==> src/hdl/ssuof_pkg.sv <==
// Shared types, codes and helpers of the stop string UTF-8 output filter.
package ssuof_pkg;

  // Queue depths between the parts of the block
  localparam int CMD_QUEUE_DEPTH = 2;
  localparam int RES_QUEUE_DEPTH = 4;

  // Configuration port data width
  localparam int CFG_DATA_W = 64;

  // Input operation codes
  localparam logic [1:0] OP_DATA    = 2'd0;
  localparam logic [1:0] OP_EOS     = 2'd1;
  localparam logic [1:0] OP_RESTART = 2'd2;

  // Result status codes
  localparam logic [2:0] STAT_RUN        = 3'd0;
  localparam logic [2:0] STAT_STOP       = 3'd1;
  localparam logic [2:0] STAT_BAD_LEAD   = 3'd2;
  localparam logic [2:0] STAT_BAD_CONT   = 3'd3;
  localparam logic [2:0] STAT_INCOMPLETE = 3'd4;

  // Configuration register indexes
  localparam logic [2:0] CFG_TEXT_A = 3'd0;
  localparam logic [2:0] CFG_TEXT_B = 3'd1;
  localparam logic [2:0] CFG_TEXT_C = 3'd2;
  localparam logic [2:0] CFG_TEXT_D = 3'd3;
  localparam logic [2:0] CFG_LEN_A  = 3'd4;
  localparam logic [2:0] CFG_LEN_B  = 3'd5;
  localparam logic [2:0] CFG_LEN_C  = 3'd6;
  localparam logic [2:0] CFG_LEN_D  = 3'd7;

  // UTF-8 lead and continuation byte patterns
  localparam logic [7:0] ASCII_LIMIT = 8'h80;
  localparam logic [7:0] MASK_LEAD2  = 8'hE0;
  localparam logic [7:0] TAG_LEAD2   = 8'hC0;
  localparam logic [7:0] MASK_LEAD3  = 8'hF0;
  localparam logic [7:0] TAG_LEAD3   = 8'hE0;
  localparam logic [7:0] MASK_LEAD4  = 8'hF8;
  localparam logic [7:0] TAG_LEAD4   = 8'hF0;
  localparam logic [7:0] MASK_CONT   = 8'hC0;
  localparam logic [7:0] TAG_CONT    = 8'h80;

  typedef struct packed {
    logic [1:0] op;
    logic [7:0] in_byte;
  } in_item_t;

  typedef struct packed {
    logic [7:0] out_byte;
    logic       byte_valid;
    logic [2:0] status;
    logic       last;
  } out_item_t;

  typedef enum logic [1:0] {
    CMD_DATA,
    CMD_EOS,
    CMD_RESTART
  } cmd_e;

  typedef struct packed {
    cmd_e       kind;
    logic [7:0] data;
  } cmd_t;

  typedef struct packed {
    logic [2:0] width;
    logic       cont_ok;
  } cls_t;

  typedef enum logic [1:0] {
    MODE_DATA,
    MODE_STOP,
    MODE_EOS
  } mode_e;

  typedef enum logic [2:0] {
    S_IDLE,
    S_ANALYZE,
    S_MATCH,
    S_SCAN,
    S_RELEASE,
    S_TERM
  } state_e;

  // Character width from a lead byte, zero for a byte that cannot lead
  function automatic logic [2:0] utf8_width(input logic [7:0] b);
    logic [2:0] w;
    if (b < ASCII_LIMIT) begin
      w = 3'd1;
    end else if ((b & MASK_LEAD2) == TAG_LEAD2) begin
      w = 3'd2;
    end else if ((b & MASK_LEAD3) == TAG_LEAD3) begin
      w = 3'd3;
    end else if ((b & MASK_LEAD4) == TAG_LEAD4) begin
      w = 3'd4;
    end else begin
      w = 3'd0;
    end
    return w;
  endfunction

  function automatic logic is_cont(input logic [7:0] b);
    return (b & MASK_CONT) == TAG_CONT;
  endfunction

endpackage

==> src/hdl/ssuof_fifo.sv <==
// Small register-based FIFO used between the parts of the filter.
module ssuof_fifo #(
  parameter int WIDTH = 8,
  parameter int DEPTH = 2
) (
  input  logic             clk_i,
  input  logic             rst_ni,
  input  logic             push_i,
  input  logic [WIDTH-1:0] wdata_i,
  output logic             full_o,
  input  logic             pop_i,
  output logic [WIDTH-1:0] rdata_o,
  output logic             empty_o
);

  localparam int PW   = (DEPTH > 1) ? $clog2(DEPTH) : 1;
  localparam int CNTW = $clog2(DEPTH + 1);

  logic [WIDTH-1:0] mem_q [DEPTH];
  logic [PW-1:0]    wr_q, wr_d;
  logic [PW-1:0]    rd_q, rd_d;
  logic [CNTW-1:0]  cnt_q, cnt_d;
  logic             do_push, do_pop;

  assign full_o  = (cnt_q == CNTW'(DEPTH));
  assign empty_o = (cnt_q == '0);
  assign rdata_o = mem_q[rd_q];
  assign do_push = push_i && !full_o;
  assign do_pop  = pop_i && !empty_o;

  // Advance pointers with wrap and track fill level
  always_comb begin
    wr_d  = wr_q;
    rd_d  = rd_q;
    cnt_d = cnt_q;
    if (do_push) begin
      wr_d = (wr_q == PW'(DEPTH - 1)) ? '0 : wr_q + PW'(1);
    end
    if (do_pop) begin
      rd_d = (rd_q == PW'(DEPTH - 1)) ? '0 : rd_q + PW'(1);
    end
    if (do_push && !do_pop) begin
      cnt_d = cnt_q + CNTW'(1);
    end else if (do_pop && !do_push) begin
      cnt_d = cnt_q - CNTW'(1);
    end
  end

  always_ff @(posedge clk_i or negedge rst_ni) begin
    if (!rst_ni) begin
      wr_q  <= '0;
      rd_q  <= '0;
      cnt_q <= '0;
    end else begin
      wr_q  <= wr_d;
      rd_q  <= rd_d;
      cnt_q <= cnt_d;
    end
  end

  // Store entry data
  always_ff @(posedge clk_i) begin
    if (do_push) begin
      mem_q[wr_q] <= wdata_i;
    end
  end

endmodule

==> src/hdl/ssuof_front.sv <==
// Front end: accepts input transactions, classifies the operation and queues commands.
module ssuof_front (
  input  logic                 clk_i,
  input  logic                 rst_ni,
  input  logic                 push_i,
  input  ssuof_pkg::in_item_t  item_i,
  output logic                 full_o,
  output ssuof_pkg::cmd_t      cmd_o,
  output logic                 cmd_valid_o,
  input  logic                 cmd_pop_i
);

  localparam int CMDW = $bits(ssuof_pkg::cmd_t);

  ssuof_pkg::cmd_t cmd_w;
  logic            keep_w;
  logic            q_empty;
  logic [CMDW-1:0] q_rdata;

  // Classify the operation; drop the unused code here since it has no effect
  always_comb begin
    cmd_w.data = item_i.in_byte;
    keep_w     = 1'b1;
    case (item_i.op)
      ssuof_pkg::OP_DATA:    cmd_w.kind = ssuof_pkg::CMD_DATA;
      ssuof_pkg::OP_EOS:     cmd_w.kind = ssuof_pkg::CMD_EOS;
      ssuof_pkg::OP_RESTART: cmd_w.kind = ssuof_pkg::CMD_RESTART;
      default: begin
        cmd_w.kind = ssuof_pkg::CMD_DATA;
        keep_w     = 1'b0;
      end
    endcase
  end

  ssuof_fifo #(
    .WIDTH (CMDW),
    .DEPTH (ssuof_pkg::CMD_QUEUE_DEPTH)
  ) u_cmd_q (
    .clk_i   (clk_i),
    .rst_ni  (rst_ni),
    .push_i  (push_i && keep_w),
    .wdata_i (cmd_w),
    .full_o  (full_o),
    .pop_i   (cmd_pop_i),
    .rdata_o (q_rdata),
    .empty_o (q_empty)
  );

  assign cmd_o       = ssuof_pkg::cmd_t'(q_rdata);
  assign cmd_valid_o = !q_empty;

endmodule

==> src/hdl/ssuof_back.sv <==
// Back end: pending buffer, stop and hold-tail matching, UTF-8 scan and byte release.
module ssuof_back #(
  parameter int NUM_STOPS     = 4,
  parameter int STOP_MAX_LEN  = 8,
  parameter int PENDING_DEPTH = 16
) (
  input  logic                             clk_i,
  input  logic                             rst_ni,
  input  logic                             cfg_we_i,
  input  logic [2:0]                       cfg_idx_i,
  input  logic [ssuof_pkg::CFG_DATA_W-1:0] cfg_data_i,
  input  ssuof_pkg::cmd_t                  cmd_i,
  input  logic                             cmd_valid_i,
  output logic                             cmd_pop_o,
  output ssuof_pkg::out_item_t             res_o,
  output logic                             res_push_o,
  input  logic                             res_full_i
);

  localparam int CW   = $clog2(PENDING_DEPTH + 1);
  localparam int IW   = $clog2(PENDING_DEPTH);
  localparam int SW   = CW + 1;
  localparam int TW   = 8 * STOP_MAX_LEN;
  localparam int CLSW = $bits(ssuof_pkg::cls_t);

  // Control state
  ssuof_pkg::state_e state_q, state_d;
  ssuof_pkg::mode_e  mode_q;
  logic [CW-1:0]     count_q;
  logic              fin_q;
  logic [CW-1:0]     idx_q;
  logic [CW-1:0]     limit_q;
  logic [CW-1:0]     rel_q;
  logic [2:0]        err_q;

  // Configuration
  logic [TW-1:0]     text_q [NUM_STOPS];
  logic [3:0]        len_q  [NUM_STOPS];
  logic [3:0]        n_w    [NUM_STOPS];

  // Payload
  logic [7:0]                 pend_q [PENDING_DEPTH];
  logic [PENDING_DEPTH-1:0]   hit_stop_q, hit_tail_q;
  logic [PENDING_DEPTH-1:0]   hit_stop_w, hit_tail_w;
  ssuof_pkg::cls_t            cls_q [PENDING_DEPTH];
  ssuof_pkg::cls_t            cls_w [PENDING_DEPTH];
  ssuof_pkg::cls_t            sc_q  [PENDING_DEPTH];

  wire [STOP_MAX_LEN:0]              pre_w  [NUM_STOPS][PENDING_DEPTH];
  wire [NUM_STOPS*PENDING_DEPTH-1:0] full_w, tail_w;
  wire [3:1]                         cbit_w [PENDING_DEPTH];
  wire [CLSW-1:0]                    shf_w  [PENDING_DEPTH][4];

  // Control strobes from the sequencer outputs and the scan step
  logic accept_data, accept_eos, do_restart;
  logic do_match, do_release, do_term;
  logic scan_ok, scan_err, scan_adv;
  logic [2:0] scan_code;

  // Match results
  logic          stop_any, tail_any;
  logic [IW-1:0] stop_pos, tail_pos;
  logic [CW-1:0] limit_w;

  logic [2:0]    sc_width;
  logic [1:0]    sc_sel;
  logic [SW-1:0] sc_end;

  // Clamp stop lengths to the supported maximum
  always_comb begin
    for (int s = 0; s < NUM_STOPS; s++) begin
      n_w[s] = (len_q[s] > 4'(STOP_MAX_LEN)) ? 4'(STOP_MAX_LEN) : len_q[s];
    end
  end

  // Compare every buffer window against every stop string
  for (genvar s = 0; s < NUM_STOPS; s++) begin : g_stop
    for (genvar b = 0; b < PENDING_DEPTH; b++) begin : g_pos
      wire [STOP_MAX_LEN:1] fl_w, tl_w;
      assign pre_w[s][b][0] = 1'b1;
      for (genvar i = 0; i < STOP_MAX_LEN; i++) begin : g_byte
        if (b + i < PENDING_DEPTH) begin : g_in
          assign pre_w[s][b][i+1] = pre_w[s][b][i] &&
                                    (pend_q[b+i] == text_q[s][8*i +: 8]);
        end else begin : g_out
          assign pre_w[s][b][i+1] = 1'b0;
        end
      end
      for (genvar l = 1; l <= STOP_MAX_LEN; l++) begin : g_len
        // full match of length l starting at b, inside the filled part
        assign fl_w[l] = (n_w[s] == 4'(l)) && pre_w[s][b][l] &&
                         (SW'(b + l) <= SW'(count_q));
        // buffer tail from b is a proper prefix of this stop
        assign tl_w[l] = (4'(l) < n_w[s]) && pre_w[s][b][l] &&
                         (SW'(b + l) == SW'(count_q));
      end
      assign full_w[s*PENDING_DEPTH + b] = |fl_w;
      assign tail_w[s*PENDING_DEPTH + b] = |tl_w;
    end
  end

  always_comb begin
    hit_stop_w = '0;
    hit_tail_w = '0;
    for (int s = 0; s < NUM_STOPS; s++) begin
      hit_stop_w = hit_stop_w | full_w[s*PENDING_DEPTH +: PENDING_DEPTH];
      hit_tail_w = hit_tail_w | tail_w[s*PENDING_DEPTH +: PENDING_DEPTH];
    end
  end

  // Classify each buffer position as a character start
  for (genvar b = 0; b < PENDING_DEPTH; b++) begin : g_cls
    for (genvar o = 1; o <= 3; o++) begin : g_cont
      if (b + o < PENDING_DEPTH) begin : g_in
        assign cbit_w[b][o] = ssuof_pkg::is_cont(pend_q[b+o]);
      end else begin : g_out
        assign cbit_w[b][o] = 1'b0;
      end
    end
  end

  always_comb begin
    for (int b = 0; b < PENDING_DEPTH; b++) begin
      cls_w[b].width   = ssuof_pkg::utf8_width(pend_q[b]);
      cls_w[b].cont_ok = (cls_w[b].width < 3'd2 || cbit_w[b][1]) &&
                         (cls_w[b].width < 3'd3 || cbit_w[b][2]) &&
                         (cls_w[b].width < 3'd4 || cbit_w[b][3]);
    end
  end

  // Shifted copies of the scan line, one per character width
  for (genvar j = 0; j < PENDING_DEPTH; j++) begin : g_shf
    for (genvar k = 1; k <= 4; k++) begin : g_by
      if (j + k < PENDING_DEPTH) begin : g_in
        assign shf_w[j][k-1] = sc_q[j+k];
      end else begin : g_out
        assign shf_w[j][k-1] = '0;
      end
    end
  end

  // Pick the earliest stop start and the earliest held-tail start
  always_comb begin
    stop_any = 1'b0;
    tail_any = 1'b0;
    stop_pos = '0;
    tail_pos = '0;
    for (int b = PENDING_DEPTH - 1; b >= 0; b--) begin
      if (hit_stop_q[b]) begin
        stop_any = 1'b1;
        stop_pos = IW'(b);
      end
      if (hit_tail_q[b]) begin
        tail_any = 1'b1;
        tail_pos = IW'(b);
      end
    end
    if (mode_q == ssuof_pkg::MODE_EOS) begin
      limit_w = count_q;
    end else if (stop_any) begin
      limit_w = CW'(stop_pos);
    end else if (tail_any) begin
      limit_w = CW'(tail_pos);
    end else begin
      limit_w = count_q;
    end
  end

  // Step the UTF-8 scan by one character
  always_comb begin
    sc_width  = sc_q[0].width;
    sc_sel    = 2'(sc_width - 3'd1);
    sc_end    = SW'(idx_q) + SW'(sc_width);
    scan_ok   = 1'b0;
    scan_err  = 1'b0;
    scan_adv  = 1'b0;
    scan_code = ssuof_pkg::STAT_RUN;
    if (state_q == ssuof_pkg::S_SCAN) begin
      if (idx_q >= limit_q) begin
        scan_ok = 1'b1;
      end else if (sc_width == 3'd0) begin
        scan_err  = 1'b1;
        scan_code = ssuof_pkg::STAT_BAD_LEAD;
      end else if (sc_end > SW'(limit_q)) begin
        scan_ok = 1'b1;
      end else if (!sc_q[0].cont_ok) begin
        scan_err  = 1'b1;
        scan_code = ssuof_pkg::STAT_BAD_CONT;
      end else begin
        scan_adv = 1'b1;
      end
    end
  end

  // Sequencer next state
  always_comb begin
    state_d = state_q;
    case (state_q)
      ssuof_pkg::S_IDLE: begin
        if (accept_data || accept_eos) begin
          state_d = ssuof_pkg::S_ANALYZE;
        end
      end
      ssuof_pkg::S_ANALYZE: state_d = ssuof_pkg::S_MATCH;
      ssuof_pkg::S_MATCH:   state_d = ssuof_pkg::S_SCAN;
      ssuof_pkg::S_SCAN: begin
        if (scan_ok) begin
          if (idx_q != '0) begin
            state_d = ssuof_pkg::S_RELEASE;
          end else if (mode_q == ssuof_pkg::MODE_DATA) begin
            state_d = ssuof_pkg::S_IDLE;
          end else begin
            state_d = ssuof_pkg::S_TERM;
          end
        end else if (scan_err) begin
          state_d = ssuof_pkg::S_TERM;
        end
      end
      ssuof_pkg::S_RELEASE: begin
        if (!res_full_i && rel_q == CW'(1)) begin
          state_d = (mode_q == ssuof_pkg::MODE_DATA) ? ssuof_pkg::S_IDLE
                                                      : ssuof_pkg::S_TERM;
        end
      end
      ssuof_pkg::S_TERM: begin
        if (!res_full_i) begin
          state_d = ssuof_pkg::S_IDLE;
        end
      end
      default: state_d = ssuof_pkg::S_IDLE;
    endcase
  end

  // Sequencer outputs
  always_comb begin
    cmd_pop_o      = 1'b0;
    accept_data    = 1'b0;
    accept_eos     = 1'b0;
    do_restart     = 1'b0;
    do_match       = 1'b0;
    do_release     = 1'b0;
    do_term        = 1'b0;
    res_push_o     = 1'b0;
    res_o.out_byte   = 8'h00;
    res_o.byte_valid = 1'b0;
    res_o.status     = ssuof_pkg::STAT_RUN;
    res_o.last       = 1'b0;
    case (state_q)
      ssuof_pkg::S_IDLE: begin
        cmd_pop_o = cmd_valid_i;
        if (cmd_valid_i) begin
          case (cmd_i.kind)
            ssuof_pkg::CMD_DATA:
              accept_data = !fin_q && (count_q < CW'(PENDING_DEPTH));
            ssuof_pkg::CMD_EOS:
              accept_eos = !fin_q;
            ssuof_pkg::CMD_RESTART:
              do_restart = 1'b1;
            default: ;
          endcase
        end
      end
      ssuof_pkg::S_MATCH: do_match = 1'b1;
      ssuof_pkg::S_RELEASE: begin
        do_release       = !res_full_i;
        res_push_o       = !res_full_i;
        res_o.out_byte   = pend_q[0];
        res_o.byte_valid = 1'b1;
        res_o.last       = (mode_q == ssuof_pkg::MODE_DATA) && (rel_q == CW'(1));
      end
      ssuof_pkg::S_TERM: begin
        do_term    = !res_full_i;
        res_push_o = !res_full_i;
        res_o.last = 1'b1;
        if (err_q != ssuof_pkg::STAT_RUN) begin
          res_o.status = err_q;
        end else if (mode_q == ssuof_pkg::MODE_STOP) begin
          res_o.status = ssuof_pkg::STAT_STOP;
        end else if (count_q != '0) begin
          res_o.status = ssuof_pkg::STAT_INCOMPLETE;
        end else begin
          res_o.status = ssuof_pkg::STAT_RUN;
        end
      end
      default: ;
    endcase
  end

  // Control registers
  always_ff @(posedge clk_i or negedge rst_ni) begin
    if (!rst_ni) begin
      state_q <= ssuof_pkg::S_IDLE;
      mode_q  <= ssuof_pkg::MODE_DATA;
      count_q <= '0;
      fin_q   <= 1'b0;
      idx_q   <= '0;
      limit_q <= '0;
      rel_q   <= '0;
      err_q   <= ssuof_pkg::STAT_RUN;
    end else begin
      state_q <= state_d;
      if (do_restart) begin
        count_q <= '0;
        fin_q   <= 1'b0;
      end
      if (accept_data) begin
        count_q <= count_q + CW'(1);
        mode_q  <= ssuof_pkg::MODE_DATA;
      end
      if (accept_eos) begin
        mode_q <= ssuof_pkg::MODE_EOS;
      end
      if (do_match) begin
        limit_q <= limit_w;
        idx_q   <= '0;
        err_q   <= ssuof_pkg::STAT_RUN;
        if (mode_q != ssuof_pkg::MODE_EOS && stop_any) begin
          mode_q <= ssuof_pkg::MODE_STOP;
        end
      end
      if (scan_adv) begin
        idx_q <= idx_q + CW'(sc_width);
      end
      if (scan_ok) begin
        rel_q <= idx_q;
      end
      if (scan_err) begin
        err_q <= scan_code;
      end
      if (do_release) begin
        count_q <= count_q - CW'(1);
        rel_q   <= rel_q - CW'(1);
      end
      if (do_term) begin
        fin_q <= 1'b1;
      end
    end
  end

  // Stop string registers
  for (genvar s = 0; s < NUM_STOPS; s++) begin : g_cfg
    always_ff @(posedge clk_i or negedge rst_ni) begin
      if (!rst_ni) begin
        text_q[s] <= '0;
        len_q[s]  <= '0;
      end else if (cfg_we_i) begin
        if (cfg_idx_i == ssuof_pkg::CFG_TEXT_A + 3'(s)) begin
          text_q[s] <= cfg_data_i[TW-1:0];
        end
        if (cfg_idx_i == ssuof_pkg::CFG_LEN_A + 3'(s)) begin
          len_q[s] <= cfg_data_i[3:0];
        end
      end
    end
  end

  // Pending buffer: append at the fill point, shift out from the front
  always_ff @(posedge clk_i) begin
    if (accept_data) begin
      pend_q[count_q[IW-1:0]] <= cmd_i.data;
    end
    if (do_release) begin
      for (int j = 0; j < PENDING_DEPTH - 1; j++) begin
        pend_q[j] <= pend_q[j+1];
      end
    end
  end

  // Register match vectors and character classes, and run the scan line
  always_ff @(posedge clk_i) begin
    hit_stop_q <= hit_stop_w;
    hit_tail_q <= hit_tail_w;
    cls_q      <= cls_w;
    if (do_match) begin
      sc_q <= cls_q;
    end else if (scan_adv) begin
      for (int j = 0; j < PENDING_DEPTH; j++) begin
        sc_q[j] <= ssuof_pkg::cls_t'(shf_w[j][sc_sel]);
      end
    end
  end

endmodule

==> src/hdl/stop_string_utf8_output_filter.sv <==
// Top level of the stop string UTF-8 output filter.
// Sequence: the back end pops a command in its idle state, then steps through analyze, match
// and a UTF-8 scan that steps over whole characters, then releases bytes from the buffer head,
// one per cycle while the result queue is not full; it pops no new command until it is idle
// again.
// Reset: clears queues, fill count, finished flag and stop registers; buffer bytes are kept.
module stop_string_utf8_output_filter #(
  parameter int NUM_STOPS     = 4,
  parameter int STOP_MAX_LEN  = 8,
  parameter int PENDING_DEPTH = 16
) (
  input  logic                             clk_i,
  input  logic                             rst_ni,
  input  logic                             push,
  input  ssuof_pkg::in_item_t              in_item_i,
  output logic                             full,
  output logic                             empty,
  input  logic                             pop,
  output ssuof_pkg::out_item_t             res_item_o,
  input  logic                             cfg_we_i,
  input  logic [2:0]                       cfg_idx_i,
  input  logic [ssuof_pkg::CFG_DATA_W-1:0] cfg_data_i
);

  localparam int RESW = $bits(ssuof_pkg::out_item_t);

  ssuof_pkg::cmd_t      cmd;
  logic                 cmd_valid;
  logic                 cmd_pop;
  ssuof_pkg::out_item_t res;
  logic                 res_push;
  logic                 res_full;
  logic [RESW-1:0]      res_rdata;

  // Accept and classify input transactions
  ssuof_front u_front (
    .clk_i       (clk_i),
    .rst_ni      (rst_ni),
    .push_i      (push),
    .item_i      (in_item_i),
    .full_o      (full),
    .cmd_o       (cmd),
    .cmd_valid_o (cmd_valid),
    .cmd_pop_i   (cmd_pop)
  );

  // Match, validate and release
  ssuof_back #(
    .NUM_STOPS     (NUM_STOPS),
    .STOP_MAX_LEN  (STOP_MAX_LEN),
    .PENDING_DEPTH (PENDING_DEPTH)
  ) u_back (
    .clk_i       (clk_i),
    .rst_ni      (rst_ni),
    .cfg_we_i    (cfg_we_i),
    .cfg_idx_i   (cfg_idx_i),
    .cfg_data_i  (cfg_data_i),
    .cmd_i       (cmd),
    .cmd_valid_i (cmd_valid),
    .cmd_pop_o   (cmd_pop),
    .res_o       (res),
    .res_push_o  (res_push),
    .res_full_i  (res_full)
  );

  // Hold results until the consumer takes them
  ssuof_fifo #(
    .WIDTH (RESW),
    .DEPTH (ssuof_pkg::RES_QUEUE_DEPTH)
  ) u_res_q (
    .clk_i   (clk_i),
    .rst_ni  (rst_ni),
    .push_i  (res_push),
    .wdata_i (res),
    .full_o  (res_full),
    .pop_i   (pop),
    .rdata_o (res_rdata),
    .empty_o (empty)
  );

  assign res_item_o = ssuof_pkg::out_item_t'(res_rdata);

endmodule

==> config.mk <==
export PLATFORM = sky130hd
export DESIGN_NAME = stop_string_utf8_output_filter
export DESIGN_NICKNAME = d
export VERILOG_FILES = /design/src/hdl/ssuof_pkg.sv /design/src/hdl/ssuof_fifo.sv /design/src/hdl/ssuof_front.sv /design/src/hdl/ssuof_back.sv /design/src/hdl/stop_string_utf8_output_filter.sv
export SDC_FILE = /design/constraint.sdc
export NUM_CORES = 2
export LEC_CHECK = 0
export ABC_AREA = 0
export BUFFER_PORTS_ARGS = -buffer_cell sky130_fd_sc_hd__buf_4
export CORE_ASPECT_RATIO = 2
export CORE_MARGIN = 8
export CORE_UTILIZATION = 42
export CTS_CLUSTER_DIAMETER = 100
export DETAILED_ROUTE_END_ITERATION = 16
export HOLD_SLACK_MARGIN = 0.03
export MAX_ROUTING_LAYER = met4
export SYNTH_ARGS = -nofsm -noshare
export SYNTH_HDL_FRONTEND = slang
export SYNTH_HIERARCHICAL = 1
export SYNTH_SLANG_ARGS = --single-unit
==> constraint.sdc <==
create_clock -name clk_i -period 9.1 [get_ports clk_i]
set_clock_uncertainty 0.1 [all_clocks]
set_input_delay 1.365 -clock clk_i [delete_from_list [all_inputs] [get_ports clk_i]]
set_output_delay 1.365 -clock clk_i [all_outputs]
set_load 0.005 [all_outputs]
==> results of run 1 <==
## stage by stage
step	hold WS [ps]	setup slack, ps	instance area, um2
3_3_place_gp	370	2200	77400
4_1_cts	397	3390	80100
2_1_floorplan	351	5340	73600
3_5_place_dp	383	3420	77600
## layer usage
layer / GRT overflow / GRT usage (%)
met1: 8 / 70.9
met2: 831 / 89.6
met3: 9 / 49.6
met4: 490 / 71.5
met5: - / -
## kinds of logic after synthesis
| logic type | after synthesis |
|---|---|
| AO/OA/AOI/OAI | 697 |
| XOR/XNOR | 3212 |
| adder cells (fa/ha/maj) | 31 |
| buffers and inverters | 1023 |
| flip-flops | 671 |
| multiplexers | 351 |
| AND/OR/NAND/NOR | 2446 |
## cell usage after synthesis (116+ instances only)
library cell	count	share of area, %
nor4_1	459	3.9
nor2_1	387	2.0
mux2_2	276	4.2
xor2_1	1716	20
buf_1	126	0.64
dfrtp_1	311	11
nand2_1	597	3.0
edfxtp_1	264	11
nand4_1	464	3.9
a21oi_1	116	0.79
clkbuf_1	289	1.5
xnor2_1	1492	18
nand3_1	128	0.87
buf_2	468	3.2
o21ai_0	120	0.82
==> impl_metrics.env, run 1 <==
export IMPL_status="aborted with a tool error"
export IMPL_lastStage="global routing"
export IMPL_error_message="[ERROR GRT-0116] Global routing finished with congestion. Check the congestion regions in the DRC Viewer."
export IMPL_synth_top_family_by_area="XOR/XNOR gates"
export IMPL_clockRootBuffer="clkbuf_16"
export IMPL_die_width_um=312
export IMPL_clock_sinks=671
export IMPL_synth_ff_type="dfrtp_1"
export IMPL_netlist_area_um2=73600
export IMPL_dp_hpwl_um=425000
export IMPL_yosys_area_share_adder_pct=0.548
export IMPL_yosys_register_bits=671
export IMPL_numCtsBuffers=72
export IMPL_numPlacedInstances=10434
export IMPL_overflow=1338
export IMPL_synth_seq_area_share_pct=24.0
export IMPL_clk_path_buf_depth=3
export IMPL_synth_edf_count=264
export IMPL_cts_htree_levels=3
export IMPL_die_h_um=608
export IMPL_synth_xor_area_share_pct=38.3
export IMPL_cts_resized_gates=0
export IMPL_core_rowCount=217
export IMPL_grt_max_degree=126
export IMPL_ys_types=104
export IMPL_yosys_mux_area_fraction_pct=6.18
export IMPL_grt_pass1_vias=89514
export IMPL_syn_nets=8544
export IMPL_port_buffers=96
export IMPL_grt_util_all_layers_pct=71.8
export IMPL_postCtsHoldBufs=0
export IMPL_syn_instance_count=8431
export IMPL_synthSimpleGateAreaFrac_pct=17.8
export IMPL_globalplace_congestion=1.29
export IMPL_async_reset_ff_share_pct=46.3
export IMPL_synth_compound_area_share_pct=6.57
export IMPL_initial_utilization_pct=42.2
export IMPL_post_cts_setup_buffer_count=0
export IMPL_yosysWarnings=6
export IMPL_io_pins=97
export IMPL_grt_pass1_wl_um=951000
export IMPL_avgSynthCellArea_um2=8.72
==> run 2: changes to the inputs <==
- CORE_ASPECT_RATIO: 2 -> unset
- CORE_UTILIZATION: 42 -> 27
- CTS_CLUSTER_DIAMETER: 100 -> unset
- HOLD_SLACK_MARGIN: 0.03 -> unset
- MAX_ROUTING_LAYER: met4 -> unset
- PLACE_DENSITY_LB_ADDON: unset -> 0.15
==> impl_metrics.env, run 2 <==
export IMPL_intPower_mw=10.8
export IMPL_wl_per_cell_um=43.7
export IMPL_syn_instance_count=8431
export IMPL_slew_headroom_pct=2.58
export IMPL_worst_pin_slew_ps=1450
export IMPL_synth_common_cells="xor2_1 (1716), xnor2_1 (1492), nand2_1 (597), buf_2 (468), nand4_1 (464)"
export IMPL_async_reset_ff_share_pct=46.3
export IMPL_yosysWarnings=6
export IMPL_cts_resized_gates=0
export IMPL_ys_types=104
export IMPL_p_seq_share_pct=25.5
export IMPL_hp_class="input pin to asynchronous set/reset pin"
export IMPL_die_width_um=538
export IMPL_wl_met2_um=213000
export IMPL_core_area_um2=271000
export IMPL_dp_hpwl_um=369000
export IMPL_max_freq_mhz=174
export IMPL_synth_edf_count=264
export IMPL_combPwrFrac_pct=56.2
export IMPL_port_buffers=96
export IMPL_grt_util_all_layers_pct=34.2
export IMPL_crit_path_top_delay_cell="nor4_2"
export IMPL_critPathKind="flop to flop"
export IMPL_drv_slew=0
export IMPL_crit_arrival_ps=6390
export IMPL_layout_commonest_cell="xor2_1"
export IMPL_timing_final_crit_share_pct=63.2
export IMPL_netlist_area_um2=73600
export IMPL_avgSynthCellArea_um2=8.72
export IMPL_final_min_clock_period_ps=5750
export IMPL_finalSetupViolations=0
export IMPL_status="complete, no violations"
export IMPL_clockRootBuffer="clkbuf_16"
export IMPL_dieArea_um2=289000
export IMPL_drt_initial_drc_count=10521
export IMPL_yosys_register_bits=671
export IMPL_p_sw_share_pct=50.5
export IMPL_final_layout_size_suffix_gt1_share_pct=14.6
export IMPL_synth_seq_area_share_pct=24.0
export IMPL_hold_viol_final=0
export IMPL_slowest_delay_ps=1060
export IMPL_fin_setup_tns_ps=0
export IMPL_required_ps=9730
export IMPL_vias=71947
export IMPL_numCtsBuffers=93
export IMPL_maxCapViolations=0
export IMPL_totalWireLength_um=516000
export IMPL_detail_route_antenna_nets=0
export IMPL_synth_area_leaders="xor2_1 (20%), xnor2_1 (18%), edfxtp_1 (11%)"
export IMPL_core_rowCount=191
export IMPL_cp_max_fo=17
export IMPL_io_pins=97
export IMPL_via_per_inst=6.09
export IMPL_drt_met1_wl_um=204000
export IMPL_layout_common_cells="xor2_1 (1716), xnor2_1 (1491), nand2_1 (596), buf_4 (572), nand4_1 (464)"
export IMPL_antenna_found_initial=30
export IMPL_yosys_area_top_type="xor2_1"
export IMPL_grt_pass1_vias=68521
export IMPL_top_layer="met5"
export IMPL_clk_path_buf_depth=4
export IMPL_initial_utilization_pct=27.1
export IMPL_drt_pass1_iterations=8
export IMPL_ir_worst_vdd_mv=0.188
export IMPL_largest_reg_flops=256
export IMPL_powerDensity_nw_per_um2=268
export IMPL_yosysMostFrequentCell="xor2_1"
export IMPL_overflow=0
export IMPL_grt_max_degree=116
export IMPL_clkPwrFrac_pct=18.4
export IMPL_largest_register="u_back/text_q"
export IMPL_clk_pin_slew_ps=60
export IMPL_postCtsHoldBufs=0
export IMPL_die_h_um=538
export IMPL_wl_met3_um=53600
export IMPL_r2r_start="u_back/pend_q[9][6]"
export IMPL_drcViolationCount=0
export IMPL_cts_htree_levels=3
export IMPL_final_nets=8258
export IMPL_cp_start_kind="flop"
export IMPL_crit_chain="buf_4, xor2_1, nor4_1, nand4_1, nor4_2, nand3_1, nor3_1, a221o_1, a2111o_1"
export IMPL_area_growth_pct=10.8
export IMPL_top_regs="u_back/text_q x256, u_back/pend_q x128, u_back/cls_q x64"
export IMPL_end_kind="flop"
export IMPL_p_sw_mw=11.0
export IMPL_globalplace_congestion=1.10
export IMPL_rsz0062_at_grt="no"
export IMPL_clock_sinks=671
export IMPL_stdcell_area_um2=81500
export IMPL_synth_ff_type="dfrtp_1"
export IMPL_yosysTopAreaCellShare_pct=20.4
export IMPL_post_cts_setup_buffer_count=0
export IMPL_p_leak_nw=28.5
export IMPL_grt_pass1_wl_um=675000
export IMPL_tritoncts="built"
export IMPL_placed_cell_area_um2=78300
export IMPL_startpoint="u_back/pend_q[9][6]"
export IMPL_clock_latency_ps=910
export IMPL_syn_nets=8544
run 2: final cells by class:
cell class | count | area [um2]
Inverter | 41 | 154
Fill cell | 28775 | 189000
Clock buffer | 122 | 2600
Timing Repair Buffer | 601 | 4820
Sequential cell | 671 | 17600
Antenna cell | 17 | 42.5
Clock inverter | 46 | 601
Multi-Input combinational cell | 6737 | 51200
Tap cell | 3570 | 4470
run 2: worst paths after layout:
path                       depth (start not counted)  slack [ps]                   end
max                                                9        3350  u_back/hit_tail_q[9]
min                                                1         380     u_back/text_q[74]
max reg2reg                                        9        3350  u_back/hit_tail_q[9]
min reg2reg                                        2         390          u_back/fin_q
max in group asynchronous                          3        6640    u_back/text_q[117]
min in group clk_i                                 2         390          u_back/fin_q
run 2: logic make-up after synthesis:
kind of cell | synth area share (%)
compound gates | 6.57
xor+xnor | 38.3
fa+ha+maj | 0.548
buf+inv | 6.67
flops | 24.0
mux | 6.18
simple gates | 17.8
run 2: power by group through the flow:
stage	Sequential (mW)	Clock, mW	Combinational, mW
global route	5.61	4.19	12.7
floorplan	4.36	0	8.52
detailed placement	5.58	0	11.9
CTS	5.52	4.11	11.9
global placement	5.57	0	11.8
finish	5.56	4.01	12.3
run 2: worst max-delay path: cells and delay by family (launching register included):
family                    cells  cell delay, ps
and+or+nand+nor               5            3580
DFF                           1             830
buffers and inverters         1             550
AOI/OAI and AO/OA             2             360
xor gates and xnor gates      1             130
run 2: through the flow:
stage                     hold slack (ps)  setup WS [ps]  power, mW  instances  utilization, %
after floorplan                       351           5340       12.9       8431               -
after global placement                367           3650       17.4      11616            28.9
after detailed placement              377           3750       17.5      11619            28.9
after CTS                             373           3640       21.6      11787            30.1
after global routing                  419           3680       22.5      11790            30.1
final                                 381           3350       21.8      11805            30.1
run 2: layer usage:
metal  track usage, %  vias up
li1                 -    28413
met4             24.0       18
met2             50.2     5159
met1             43.2    36693
met3             9.53     1664
met5           0.0666        -
(Power assumes the default switching activity.)
